`src/rtl/adp_pkg.sv`:
```
// Shared types and constants for the advertising data field parser.
`timescale 1ns / 1ps

package adp_pkg;

    localparam int unsigned BYTE_W     = 8;
    localparam int unsigned CFG_IDX_W  = 1;
    localparam int unsigned M_TDATA_W  = 32;

    localparam logic [CFG_IDX_W-1:0] CFG_NAME_CODE   = 1'b0;
    localparam logic [CFG_IDX_W-1:0] CFG_VENDOR_CODE = 1'b1;

    localparam logic [BYTE_W-1:0] NAME_CODE_RST   = 8'd9;
    localparam logic [BYTE_W-1:0] VENDOR_CODE_RST = 8'd255;

    typedef enum logic [1:0] {
        PH_LEN  = 2'd0,
        PH_TYPE = 2'd1,
        PH_DATA = 2'd2,
        PH_STOP = 2'd3
    } t_phase;

    typedef enum logic [2:0] {
        KIND_LEN     = 3'd0,
        KIND_TYPE    = 3'd1,
        KIND_NAME    = 3'd2,
        KIND_VENDOR  = 3'd3,
        KIND_OTHER   = 3'd4,
        KIND_IGNORED = 3'd5
    } t_kind;

    typedef struct packed {
        t_phase            phase;
        logic [BYTE_W-1:0] bytes_left;
        logic [BYTE_W-1:0] cur_type;
        logic [BYTE_W-1:0] offset_cnt;
    } t_parse_state;

    typedef struct packed {
        t_kind             kind;
        logic [BYTE_W-1:0] value;
        logic [BYTE_W-1:0] code;
        logic [BYTE_W-1:0] offset;
        logic              done;
        logic              trunc;
        logic              last;
    } t_result;

    localparam t_parse_state PARSE_RST = '{
        phase:      PH_LEN,
        bytes_left: '0,
        cur_type:   '0,
        offset_cnt: '0
    };

endpackage

```
`src/rtl/adv_data_field_parser_core.sv`:
```
// Top level of the advertising data field parser core.
`timescale 1ns / 1ps
// Each result is registered and shows on the master side in the cycle after its input transfer.
// Throughput: one byte per cycle while the master side accepts results; the parse state
// updates in the accepting cycle and the result register frees itself on the same edge it is taken.
// Reset (synchronous, i_rst_n low): parser returns to expecting a length byte,
// name code reloads to 9, vendor code to 255, output register is emptied.

module adv_data_field_parser_core
    import adp_pkg::*;
(
    input  logic                 i_clk,
    input  logic                 i_rst_n,
    // configuration write port
    input  logic                 i_cfg_we,
    input  logic [CFG_IDX_W-1:0] i_cfg_idx,
    input  logic [BYTE_W-1:0]    i_cfg_data,
    // slave side: payload bytes
    input  logic                 s_tvalid,
    output logic                 s_tready,
    input  logic [BYTE_W-1:0]    s_tdata,   // [7:0] payload_byte
    input  logic                 s_tlast,   // payload_end
    // master side: one result per byte
    output logic                 m_tvalid,
    input  logic                 m_tready,
    output logic [M_TDATA_W-1:0] m_tdata,   // [7:0] byte_value, [15:8] field_kind_code,
                                            // [23:16] data_offset, [24] field_done,
                                            // [25] truncated, [31:26] zero
    output logic [2:0]           m_tuser,   // [2:0] byte_kind
    output logic                 m_tlast    // last
);

    logic [BYTE_W-1:0] r_name_code;
    logic [BYTE_W-1:0] r_vendor_code;
    t_parse_state      r_state;
    t_parse_state      n_state;
    t_result           r_out;
    t_result           n_out;
    logic              r_out_valid;
    logic              s_xfer;

    // result register empties on the same edge its transfer completes
    assign s_tready = !r_out_valid || m_tready;
    assign s_xfer   = s_tvalid && s_tready;

    adp_step u_step (
        .i_state       (r_state),
        .i_byte        (s_tdata),
        .i_end         (s_tlast),
        .i_name_code   (r_name_code),
        .i_vendor_code (r_vendor_code),
        .o_state       (n_state),
        .o_result      (n_out)
    );

    // configuration registers; only written while the block is idle, which the block itself does not enforce
    always_ff @(posedge i_clk) begin
        if (!i_rst_n) begin
            r_name_code   <= NAME_CODE_RST;
            r_vendor_code <= VENDOR_CODE_RST;
        end else if (i_cfg_we) begin
            case (i_cfg_idx)
                CFG_NAME_CODE:   r_name_code   <= i_cfg_data;
                CFG_VENDOR_CODE: r_vendor_code <= i_cfg_data;
                default: ;
            endcase
        end
    end

    // parse state and output valid
    always_ff @(posedge i_clk) begin
        if (!i_rst_n) begin
            r_state     <= PARSE_RST;
            r_out_valid <= 1'b0;
        end else begin
            if (s_xfer) begin
                r_state     <= n_state;
                r_out_valid <= 1'b1;
            end else if (m_tready) begin
                r_out_valid <= 1'b0;
            end
        end
    end

    // result payload, no reset needed
    always_ff @(posedge i_clk) begin
        if (s_xfer) begin
            r_out <= n_out;
        end
    end

    assign m_tvalid = r_out_valid;
    assign m_tdata  = {6'd0, r_out.trunc, r_out.done, r_out.offset, r_out.code, r_out.value};
    assign m_tuser  = r_out.kind;
    assign m_tlast  = r_out.last;

endmodule

```
`src/rtl/adp_step.sv`:
```
// Per-byte classification and next-state logic of the AD structure walker.
`timescale 1ns / 1ps

module adp_step
    import adp_pkg::*;
(
    input  t_parse_state      i_state,
    input  logic [BYTE_W-1:0] i_byte,
    input  logic              i_end,
    input  logic [BYTE_W-1:0] i_name_code,
    input  logic [BYTE_W-1:0] i_vendor_code,
    output t_parse_state      o_state,
    output t_result           o_result
);

    logic [BYTE_W-1:0] left_dec;
    t_parse_state      upd;
    t_result           res;

    assign left_dec = i_state.bytes_left - 8'd1;

    always_comb begin
        upd        = i_state;
        res.kind   = KIND_IGNORED;
        res.value  = i_byte;
        res.code   = '0;
        res.offset = '0;
        res.done   = 1'b0;
        res.trunc  = 1'b0;
        res.last   = i_end;

        case (i_state.phase)
            PH_LEN: begin
                res.kind = KIND_LEN;
                if (i_byte == '0) begin
                    upd.phase = PH_STOP;
                end else begin
                    upd.bytes_left = i_byte;
                    upd.phase      = PH_TYPE;
                end
            end
            PH_TYPE: begin
                res.kind       = KIND_TYPE;
                res.code       = i_byte;
                upd.cur_type   = i_byte;
                upd.offset_cnt = '0;
                upd.bytes_left = left_dec;
                if (left_dec == '0) begin
                    res.done  = 1'b1;
                    upd.phase = PH_LEN;
                end else begin
                    upd.phase = PH_DATA;
                end
            end
            PH_DATA: begin
                // name match wins when both codes are equal
                if (i_state.cur_type == i_name_code) begin
                    res.kind = KIND_NAME;
                end else if (i_state.cur_type == i_vendor_code) begin
                    res.kind = KIND_VENDOR;
                end else begin
                    res.kind = KIND_OTHER;
                end
                res.code       = i_state.cur_type;
                res.offset     = i_state.offset_cnt;
                upd.offset_cnt = i_state.offset_cnt + 8'd1;
                upd.bytes_left = left_dec;
                if (left_dec == '0) begin
                    res.done  = 1'b1;
                    upd.phase = PH_LEN;
                end
            end
            default: begin
                res.kind = KIND_IGNORED;
            end
        endcase

        // end of payload: flag an unfinished structure, then start over
        if (i_end) begin
            res.trunc = (upd.phase == PH_TYPE) || (upd.phase == PH_DATA);
            upd       = PARSE_RST;
        end
    end

    assign o_state  = upd;
    assign o_result = res;

endmodule

```
`config.mk`:
```
export PLATFORM = sky130hd
export DESIGN_NAME = adv_data_field_parser_core
export DESIGN_NICKNAME = d
export VERILOG_FILES = /design/src/rtl/adp_pkg.sv /design/src/rtl/adv_data_field_parser_core.sv /design/src/rtl/adp_step.sv
export SDC_FILE = /design/constraint.sdc
export NUM_CORES = 1
export LEC_CHECK = 0
export BUFFER_PORTS_ARGS = -buffer_cell sky130_fd_sc_hd__buf_4
export CAP_MARGIN = 20
export CORE_MARGIN = 1
export CORE_UTILIZATION = 50
export CTS_BUF_LIST = sky130_fd_sc_hd__clkbuf_8
export CTS_CLUSTER_SIZE = 14
export DETAILED_ROUTE_END_ITERATION = 7
export PLACE_DENSITY = 0.76
export SLEW_MARGIN = 20
export SYNTH_ARGS = -nofsm -noshare
export SYNTH_HDL_FRONTEND = slang
export SYNTH_SLANG_ARGS = --single-unit
```
`constraint.sdc`:
```
create_clock -name i_clk -period 2.1 [get_ports i_clk]
set_clock_uncertainty 0.05 [all_clocks]
set_input_delay 0.105 -clock i_clk [delete_from_list [all_inputs] [get_ports i_clk]]
set_output_delay 0.105 -clock i_clk [all_outputs]
set_load 0.005 [all_outputs]
```
==> results of run 1 <==
-- worst min path at each step --
stage,startpoint,to,slack (ps),cells after the start
after global routing,s_tvalid,m_tvalid$_SDFFE_PN0P_,40,3
after CTS,s_tvalid,m_tvalid$_SDFFE_PN0P_,20,3
after floorplan,s_tdata[0],m_tdata[0]$_DFFE_PP_,150,0
after global placement,i_cfg_data[1],r_vendor_code[1]$_SDFFE_PN1P_,270,3
final,s_tvalid,m_tvalid$_SDFFE_PN0P_,30,3
after detailed placement,i_cfg_data[1],r_vendor_code[1]$_SDFFE_PN1P_,280,3
-- worst max-delay path, delay by kind of cell (launching register included) --
| kind | cells | cell delay (ps) |
|---|---|---|
| buffers and inverters | 3 | 460 |
| DFF | 1 | 360 |
| adders and majority gates | 1 | 250 |
| and+or+nand+nor | 1 | 360 |
| AOI/OAI and AO/OA | 3 | 390 |
-- where the power goes --
group          total (W)  internal, W  switching, W
clock network    0.00116     0.000659      0.000501
logic           0.000377     0.000185      0.000192
registers        0.00157      0.00154     0.0000358
total            0.00311      0.00238      0.000729
-- kinds of logic (layout without fill, tap and decap cells) --
family	after synthesis	after routing	synth area share, %
fa+ha+maj	7	7	2.583
simple gates	149	149	22.32
compound gates	66	66	13.80
buf+inv	28	104	4.022
mux	1	1	0.2952
xor+xnor	19	19	4.908
other cells	1	6	0.1106
flops	73	73	51.96
-- metrics by stage --
| step | power (W) | hold slack (ps) | util [%] | cell area (um^2) |
|---|---|---|---|---|
| after detailed placement | 0.001951 | 277.9 | 59.96 | 3872 |
| after global routing | 0.003227 | 39.90 | 66.18 | 4274 |
| after global placement | 0.001940 | 274.2 | 59.96 | 3872 |
| final | 0.003111 | 29.14 | 66.18 | 4274 |
| after floorplan | 0.001804 | 153.9 | - | 3413 |
| after CTS | 0.003121 | 22.11 | 65.83 | 4252 |
-- registers in the layout, indices dropped and copies added (netlist names) --
signal	flops
r_vendor_code	8
r_state	26
r_name_code	8
m_tdata	26
m_tuser	3
m_tlast	1
m_tvalid	1
-- layout make-up --
class                      instances  area, um^2  share of cell area, %
sequential                        73        1764                  41.28
tap                               77       96.34                  2.254
multi-input combinational        248        1531                  35.83
clock inverter                     7       85.08                  1.991
inverter                           9       37.54                 0.8782
clock buffer                       9       123.9                  2.898
timing repair buffer              79       635.6                  14.87
-- placed cells by master (no fill, tap or decap), types with 2 or more instances in the layout --
cell	count
a21boi_0	9
a21boi_1	3
a21oi_1	2
a22o_1	5
a22oi_1	15
a32oi_1	2
and2_1	9
and3_1	3
buf_4	62
bufinv_16	2
clkbuf_8	9
clkinv_2	3
conb_1	6
dfxtp_1	41
dfxtp_2	2
dlygate4sd3_1	17
edfxtp_1	30
ha_1	7
inv_1	8
nand2_1	53
nand2b_1	2
nand3_1	14
nand4_1	4
nand4b_1	2
nor2_1	27
nor2b_1	14
nor3_1	5
nor4_2	2
o21ai_0	17
o21ai_1	2
o311a_1	3
or3b_1	4
xnor2_1	18
-- per-layer routing --
layer  routed length (um)  up-vias
met1                 3351     1279
met3                  497       15
met5                    0        -
met4                  172        0
met2                 3556      116
li1                     -     1354
-- timing repair --
| action | 4_1_cts | 5_1_grt |
|---|---|---|
| hold buffers | 17 | 0 |
| setup endpoints to repair | 0 | 12 |
| gates resized for setup | 0 | 5 |
| endpoints found under the hold margin | 25 | 0 |
==> run metrics, run 1 <==
Hold Vio Cnt, Final=0; IO Pins=between 60 and 70; M1 GR Usage=27.67%; worst rel slew slack=approximately three fifths; Critical Path End Type=flip-flop; fmax=between 500 and 600 MHz; commonest cells in the netlist=nand2_1 (53), dfxtp_1 (43), edfxtp_1 (30); endpoints failing setup=0; total track usage=~22%; met2 usage=between 30% and 40%; Yosys top cell area share=a little over a quarter; Skew-Pair Late Insertion Delay=350 ps; number of global-route vias before repair=~2600; Critical Path Start Type=flip-flop; RSZ-0062 raised after global routing=no; core area=between 6000 and 7000 um^2; layout cell share with drive strength beyond 1=20.94%; Critical Path AT=roughly 2200 ps; Min Clock Period, post-route=roughly 2000 ps; worst r2r src=r_state[24]$_SDFFE_PN0P_; Max-Cap Viols=0; Die ar.=around 7000 um^2; setup ws final=between 100 and 150 ps; most used cell, CP=buf_4; Avg Synthesized Cell Area=9.857 um^2; sequential share of the synthesized area=51.96%; min-delay worst type=in2reg; chip height=84.35 um; routed length per instance=between 15 and 20 um; slowest stage cell, crit path=dfxtp_2; H-tree depth=3; Pleak=around 1.7 nW; Rows=29; Setup crit start=r_state[24]$_SDFFE_PN0P_; Final ANT Viol Nets=0; Synth warnings=0; synthesized flop and latch total=73; capturing point of the worst reg2reg path=r_state[5]$_SDFFE_PN0P_; first-pass GRT wire length=between 10 and 15 mm; PortBufs=54; cell count after synthesis=about 340; Worst VDD drop=between 400 and 500 uV; ANT cells=0; WL final=7.577 mm; Placed Instances=469; fillers=around 540; Via density=roughly 5.5; Tightest Pin Transition=568.9 ps; failing checks=DRC; CP cell instances=inv_1 -> ha_1 -> buf_4 -> or2_2 -> o21ai_1 -> buf_4 -> o21ai_0 -> a21boi_0; Nets=450; First DRT Iteration DRCs=around 270; number of enable flip-flop cells after synthesis=30; largest net degree at the start of global routing=38; DRT Pass-1 Iters=8; Max FO, Critical Path=23; Synth Flop Type=dfxtp_1; max incr delay on CP=around 360 ps; Initial Utilization=52.50%; end of the critical path=r_state[5]$_SDFFE_PN0P_; Power Dens Cells=between 700 and 800 nW/um^2; top cells by area, synth=edfxtp_1 (27%), dfxtp_1 (25%), nand2_1 (5.9%); largest area contributor in the netlist=edfxtp_1; die extent in x=about 84 um; via count=approximately 2800; Async S/R FF share, synth=0%; number of remaining DRC errors=16; met3 usage=between 4 and 5%; Clock Tree Buf Depth=2; Tcrit/Tclk final=between 90% and 100%; Num Clock Sinks=73; Inserted Clock Buffers=9; Yosys cell types=between 50 and 60; Setup TNS=0 ps; max-slew violation count=0; hpwl dp=5.216 mm; Place WS=38.84 ps; WS Path Type=reg2reg; Setup Fix Bufs, Post-CTS=0; status=finished, violations left; Post-Syn Area=3391 um^2; area growth from synthesis to layout=26.05%; r2r setup slk=around 140 ps; count leader, synth=nand2_1; critical path data required time=~2300 ps; clk slew on worst S/H paths=roughly 70 ps; CTS tree=built; Overflow after GRT=0; Top Usage Layer GRT=met2; RePlAce Congestion=approximately 0.84; Final Non-Filler Cells=502; Clock Root Buffer=clkbuf_8; initial antenna violation count=0; reg2reg path depth=8
No activity file was read; power rests on OpenSTA's default activity.
==> run 2, diff against run 1 <==
--- a/config.mk
+++ b/config.mk
@@ -13,6 +13,7 @@
 export CTS_CLUSTER_SIZE = 14
 export DETAILED_ROUTE_END_ITERATION = 7
 export PLACE_DENSITY = 0.76
+export SKIP_CTS_REPAIR_TIMING = 1
 export SLEW_MARGIN = 20
 export SYNTH_ARGS = -nofsm -noshare
 export SYNTH_HDL_FRONTEND = slang
==> constraint.sdc (replaced) <==
create_clock -name i_clk -period 2.1 [get_ports i_clk]
set_clock_uncertainty 0.05 [all_clocks]
set_input_delay 0.105 -clock i_clk [delete_from_list [all_inputs] [get_ports i_clk]]
set_output_delay 0.105 -clock i_clk [all_outputs]
set_load 0.01 [all_outputs]
==> run metrics, run 2 (synthesis gave the netlist of run 1 again) <==
status=finished, violations left; failing checks=DRC; Critical Path AT=between 2000 and 2500 ps; Overflow after GRT=0; fillers=537; Flop pwr share=just over 50%; most common cell after layout, fill and taps aside=buf_4; combinational share of power=approximately 13%; min-delay worst type=in2reg; r2r setup slk=approximately 130 ps; Skew-Pair Late Insertion Delay=350 ps; footprint of the multi-input gates=approximately 1500 um^2; Tcrit/Tclk final=93.74%; endpoints failing setup=0; fmax=just over 500 MHz; ANT cells=0; WL final=7.540 mm; number of global-route vias before repair=2489; Inserted Clock Buffers=9; critical path data required time=2320 ps; FF/Latch Area=around 1800 um^2; routed length per instance=15.02 um; switching share of power=between 20% and 30%; hpwl dp=between 5 and 6 mm; Die ar.=roughly 7100 um^2; Initial Utilization=between 50% and 60%; Clock Tree Buf Depth=2; clock share of power=between 30% and 40%; most frequent cells in the layout=buf_4 (62), nand2_1 (53), dfxtp_1 (41); number of remaining DRC errors=16; clk slew on worst S/H paths=70 ps; Switching Power=about 0.00074 W; Tightest Pin Transition=591.1 ps; First DRT Iteration DRCs=311; layout cell share with drive strength beyond 1=about a fifth; Max-Cap Viols=0; Nets=450; largest net degree at the start of global routing=38; core area=6459 um^2; Internal=around 0.0024 W; Setup TNS=0 ps; Critical Path End Type=flip-flop; Pleak=between 1.5 and 2 nW; Clock Root Buffer=clkbuf_8; Min Clock Period, post-route=between 1500 and 2000 ps; Hold Vio Cnt, Final=0; CTS tree=built; first-pass GRT wire length=between 10 and 15 mm; IO Pins=61; WS Path Type=reg2reg; Power Dens Cells=around 730 nW/um^2; initial antenna violation count=0; Final ANT Viol Nets=0; Rows=29; RePlAce Congestion=0.8413; PortBufs=54; DRT Pass-1 Iters=7; worst rel slew slack=60.51%; area growth from synthesis to layout=26.05%; Worst VDD drop=roughly 490 uV; die extent in x=~84 um; Via density=~5.4; Max FO, Critical Path=23; via count=2723; total track usage=a little over a fifth; Num Clock Sinks=between 70 and 80; RSZ-0062 raised after global routing=no; max-slew violation count=0; Critical Path Start Type=flip-flop; post-layout util=approximately 66%; H-tree depth=3; chip height=84.35 um
## run 2: cell counts in the layout (fill, tap and decap cells not counted)
No cell type changed its count.
## run 2: power by group through the flow
stage	clock network [W]	registers, W	logic (W)
after detailed placement	0	0.00161	0.000361
after global placement	0	0.00160	0.000352
after global routing	0.00124	0.00158	0.000425
final	0.00116	0.00157	0.000393
after floorplan	0	0.00162	0.000202
after CTS	0.00117	0.00157	0.000363
## run 2: final timing paths
path                          startpoint                           to  depth (start not counted)
max             r_state[24]$_SDFFE_PN0P_      r_state[5]$_SDFFE_PN0P_                          8
min                             s_tvalid        m_tvalid$_SDFFE_PN0P_                          3
max reg2reg     r_state[24]$_SDFFE_PN0P_      r_state[5]$_SDFFE_PN0P_                          8
min reg2reg  r_name_code[3]$_SDFFE_PN1P_  r_name_code[3]$_SDFFE_PN1P_                          2
## run 2: final cells by class
cell class / count / share of cell area, %
repair buffers: 79 / 14.87
multi-input cells: 248 / 35.83
inverters: 9 / 0.8782
flip-flops and latches: 73 / 41.28
clock buffers: 9 / 2.898
clock inverters: 7 / 1.991
well taps: 77 / 2.254
## run 2: metrics by stage
| stage | area [um^2] | setup slack [ps] | hold slack (ps) | power [W] | std cells |
|---|---|---|---|---|---|
| 5_1_grt | 4274 | 27.36 | 39.90 | 0.003242 | 502 |
| 2_1_floorplan | 3413 | 79.82 | 153.9 | 0.001821 | 349 |
| 3_5_place_dp | 3872 | 38.84 | 277.9 | 0.001966 | 469 |
| 3_3_place_gp | 3872 | 133.7 | 274.2 | 0.001955 | 469 |
| 6_report | 4274 | 131.4 | 28.65 | 0.003125 | 502 |
| 4_1_cts | 4081 | 13.10 | -81.88 | 0.003111 | 485 |
## run 2: metal layers
metal,vias to the layer above,part of all wire [%],global-route usage (%)
met5,-,0,0
met4,0,2.2,11.09
met3,12,6.5,4.523
met2,101,47,35.25
met1,1257,44,27.23
li1,1353,-,-
## run 2: critical path: stages (launching register included)
cell	delay, ps
dfxtp_2	360
inv_1	90
ha_1	250
buf_4	220
or2_2	360
o21ai_1	140
buf_4	170
o21ai_0	100
a21boi_0	160
